[src/sv/bpj_pkg.sv]
package bpj_pkg;

    localparam int IMAGE_SIZE_DEF = 64;
    localparam int NUM_ANGLES_DEF = 64;

    // Q1.16 trig word and pi in Q30
    localparam int TRIG_W = 18;
    localparam longint unsigned PI_Q30 = 64'd3373259426;
    localparam longint unsigned ONE_Q30 = 64'd1073741824;

    typedef struct packed {
        logic signed [TRIG_W-1:0] cos_v;
        logic signed [TRIG_W-1:0] sin_v;
    } trig_t;

    typedef enum logic [2:0] {
        ST_IDLE,
        ST_RUN,
        ST_DRAIN,
        ST_SCALE,
        ST_FINISH
    } state_t;

    // Unsigned quotient by shift and subtract, used only while building the trig cell reset values
    function automatic longint unsigned div_u64(longint unsigned n, longint unsigned d);
        longint unsigned q;
        longint unsigned r;
        q = '0;
        r = '0;
        for (int b = 63; b >= 0; b--) begin
            r = (r << 1) | ((n >> b) & 64'd1);
            q = q << 1;
            if (r >= d) begin
                r = r - d;
                q = q | 64'd1;
            end
        end
        return q;
    endfunction

    // Taylor series for sine, Q30, argument in 0..pi/2
    function automatic longint sin_q30(longint unsigned x);
        longint unsigned x2;
        longint unsigned term;
        longint sum;
        x2 = (x * x) >> 30;
        term = x;
        sum = longint'(term);
        for (int i = 0; i < 12; i++) begin
            term = (term * x2) >> 30;
            term = div_u64(term, longint'(2 * i + 2) * longint'(2 * i + 3));
            if ((i % 2) == 1) sum = sum + longint'(term);
            else sum = sum - longint'(term);
        end
        return sum;
    endfunction

    // Taylor series for cosine, Q30, argument in 0..pi/2
    function automatic longint cos_q30(longint unsigned x);
        longint unsigned x2;
        longint unsigned term;
        longint sum;
        x2 = (x * x) >> 30;
        term = ONE_Q30;
        sum = longint'(term);
        for (int i = 0; i < 12; i++) begin
            term = (term * x2) >> 30;
            term = div_u64(term, longint'(2 * i + 1) * longint'(2 * i + 2));
            if ((i % 2) == 1) sum = sum + longint'(term);
            else sum = sum - longint'(term);
        end
        return sum;
    endfunction

    // Round Q30 to Q16, half away from zero
    function automatic logic signed [TRIG_W-1:0] q30_to_q16(longint v);
        longint m;
        if (v < 0) begin
            m = (-v + 8192) >>> 14;
            return TRIG_W'(-m);
        end
        m = (v + 8192) >>> 14;
        return TRIG_W'(m);
    endfunction

endpackage

[src/sv/bpj_cell.sv]
module bpj_cell #(
    parameter bpj_pkg::trig_t INIT = '0
) (
    input  logic           clk,
    input  logic           rst_n,
    input  logic           shift,
    input  bpj_pkg::trig_t trig_in,
    output bpj_pkg::trig_t trig_out
);
    import bpj_pkg::*;

    trig_t trig_reg;

    // Load own angle at reset, pass to neighbour on shift
    always_ff @(posedge clk or negedge rst_n)
    begin
        if (!rst_n)
        begin
            trig_reg <= INIT;
        end
        else if (shift)
        begin
            trig_reg <= trig_in;
        end
    end

    assign trig_out = trig_reg;

endmodule

[config.mk]
export PLATFORM = sky130hd
export DESIGN_NAME = bpj_cell
export DESIGN_NICKNAME = d
export VERILOG_FILES = /design/src/sv/bpj_pkg.sv /design/src/sv/bpj_cell.sv
export SDC_FILE = /design/constraint.sdc
export NUM_CORES = 1
export LEC_CHECK = 0
export BUFFER_PORTS_ARGS = -buffer_cell sky130_fd_sc_hd__buf_4
export CORE_MARGIN = 8
export CORE_UTILIZATION = 45
export DETAILED_ROUTE_END_ITERATION = 8
export GPL_TIMING_DRIVEN = 1
export HOLD_SLACK_MARGIN = 0.1
export PLACE_DENSITY_LB_ADDON = 0.15
export SYNTH_ARGS = -nofsm -noshare
export SYNTH_HDL_FRONTEND = slang
export SYNTH_SLANG_ARGS = --single-unit
[constraint.sdc]
create_clock -name clk -period 0.8 [get_ports clk]
set_input_delay 0.08 -clock clk [delete_from_list [all_inputs] [get_ports clk]]
set_output_delay 0.08 -clock clk [all_outputs]
set_load 0.03 [all_outputs]
==> results.json <==
{
  "status": "finished with violations",
  "violations": "setup timing",
  "drc_errors": 0,
  "r2r-end": "trig_out[28]",
  "synthesis.area_um2": 1490,
  "cts_tree": "done",
  "ys_seq_area_share_pct": 60.5,
  "hold_path.class": "in2reg",
  "place.gp.congestion": 0.727,
  "p_int_w": 0.00328,
  "grt_pass1_vias": 1302,
  "finalHoldViolations": 0,
  "relSlewSlack_pct": 70.9,
  "swShare_pct": 29.4,
  "cp_num_cells": 1,
  "r2r-start": "trig_out[28]",
  "r2r_cells": 2,
  "rsz0062_at_grt": "true",
  "yosysMostFrequentCell": "dfrtp_1",
  "share_comb_of_total_power_pct": 35.4,
  "clock-sinks": 36,
  "synth.top_cell.area_share_pct": 60.5,
  "cp-endpoint": "trig_out[28]",
  "skew_ns": 0,
  "critPathMaxFanout": 2,
  "final_core_util_pct": 86.1,
  "crit_slowest_cell": "dfrtp_2",
  "p_sw_w": 0.00137,
  "drv_cap": 0,
  "portBuffers": 74,
  "seqCellArea_um2": 946,
  "multi_input_area_um2": 526,
  "grt_use_met3_pct": 5.59,
  "fp-row-count": 21,
  "setup_ws_ns": -0.182,
  "die-area_um2": 5410,
  "grt_max_degree": 37,
  "synthTopCellsByCount": "dfrtp_1, mux2_4, mux2_2",
  "finish.instance_area_um2": 2810,
  "synth_top_area_cell": "dfrtp_1",
  "placedInstanceArea_um2": 2120,
  "ys_types": 5,
  "wl_um": 4470,
  "fin_crit_sh_pct": 123,
  "p_seq_share_pct": 47.1,
  "crit_chain": "buf_6",
  "clk_latency_ns": 0.32,
  "nFillCells": 172,
  "finalSetupViolCount": 57,
  "largest_reg_flops": 36,
  "dr.pass1.iters": 2,
  "ios": 75,
  "grt_pass1_wl_um": 6740,
  "wl_per_cell_um": 18.0,
  "p_leak_nw": 1.37,
  "vdd_ir_drop_max_v": 0.00114,
  "grt_util_met1_pct": 17.2,
  "drtAntennaViolNets": 0,
  "cts-root-buf": "clkbuf_4",
  "vias": 1090,
  "cts_buffers": 5,
  "syn2layout_area_growth_pct": 88.2,
  "ys_dominant_reg_cell": "dfrtp_1",
  "cpPeakStageDelay_ns": 0.44,
  "fp.dieW_um": 73.5,
  "ys_seq_elements": 36,
  "finalPower_w": 0.00465,
  "grt_overflow": 0,
  "syn_inst": 76,
  "coreArea_um2": 3260,
  "worst_pin_slew_ns": 0.436,
  "drive_above_1_share_pct": 81.7,
  "p_per_area_nw_per_um2": 1660,
  "synth_edf_count": 0,
  "cp-end-kind": "output port",
  "initial_core_util_pct": 45.7,
  "path_clk_slew_ns": 0.10,
  "min_period_ns": 0.982,
  "antenna_cells": 0,
  "yosys_warnings": 0,
  "grtUsageMet2_pct": 30.3,
  "hpwl_um": 2460,
  "busiest_layer": "met2",
  "start_kind": "flip-flop",
  "drt_first_iter_violations": 47,
  "critPathTopFamily": "flip-flops",
  "whs_ns": 0.204,
  "fmax_ghz": 1.02,
  "finalNetCount": 243,
  "viasPerCell": 4.40,
  "critical_path_required_ns": 0.72,
  "fp.dieH_um": 73.5,
  "ys_async_sr_fraction_pct": 100,
  "htreeDepth": 2,
  "synthTopCellsByArea": "dfrtp_1, mux2_4, mux2_2, buf_12, buf_6",
  "critPathBufInv": 1,
  "arrival_ns": 0.90,
  "clock_power_share_pct": 17.5,
  "cts_max_path_buffers": 2,
  "antenna_found_initial": 0,
  "syn_avg_cell_area_um2": 19.6,
  "drv_slew": 0,
  "path_class": "reg2out",
  "track_usage_pct": 16.7,
  "reg2reg_slack_ns": -0.15,
  "synth_nets": 115,
  "crit_start": "trig_out[28]"
}
[placed cells by master, fill, tap and decap left out, drive strengths merged]
cell type / netlist / final
clkbuf: 0 / 5
dlygate4sd3: 0 / 33
buf: 4 / 88
dfrtp: 36 / 36
mux2: 36 / 36
dlymetal6s4s: 0 / 4
[metrics by stage]
step | setup slack (ns) | cells | TNS, ns
CTS | -0.190 | 245 | -7.31
detailed placement | -0.0551 | 194 | -0.672
global route | -0.213 | 248 | -8.89
finish | -0.182 | 248 | -7.41
global placement | -0.0358 | 194 | -0.341
floorplan | -0.0539 | 76 | -1.89
[power groups by stage]
stage | combinational [W] | clock (W) | sequential, W
after floorplan | 0.000355 | 0 | 0.00254
after global placement | 0.00122 | 0 | 0.00217
after detailed placement | 0.00124 | 0 | 0.00217
after CTS | 0.00158 | 0.000840 | 0.00217
after global routing | 0.00172 | 0.000891 | 0.00222
final | 0.00165 | 0.000813 | 0.00219
[final cells by class]
type | count | area share [%]
Clock buffer | 5 | 1.34
Multi-Input combinational cell | 36 | 18.7
Sequential cell | 36 | 33.7
Tap cell | 46 | 2.05
Timing Repair Buffer | 125 | 44.2
[logic make-up after synthesis]
kind of cell and share of synthesized area [%]:
buf+inv 4.79, flops 60.5, mux 34.8
[per-layer routing]
layer	up-vias	share of wire (%)
met5	-	0
met4	0	0.94
met3	5	7.1
met2	42	55
met1	528	37
li1	515	-
[how the worst min path moves through the flow]
stage | start | end | slack [ns] | cells after the start
final | trig_in[3] | trig_out[3] | 0.20 | 3
after global routing | trig_in[20] | trig_out[20] | 0.20 | 3
after CTS | shift | trig_out[5] | 0.23 | 3
after detailed placement | rst_n | trig_out[21] | 0.06 | 1
after global placement | rst_n | trig_out[21] | 0.05 | 1
after floorplan | rst_n | trig_out[0] | -0.22 | 0
[timing repair]
action	4_1_cts	5_1_grt
gates cloned	0	0
hold endpoints to repair	72	0
hold buffers	37	0
endpoints found under the setup margin	37	70
buffers inserted	9	3
gates resized for setup	38	14
Power figures use the tool's default switching activity.
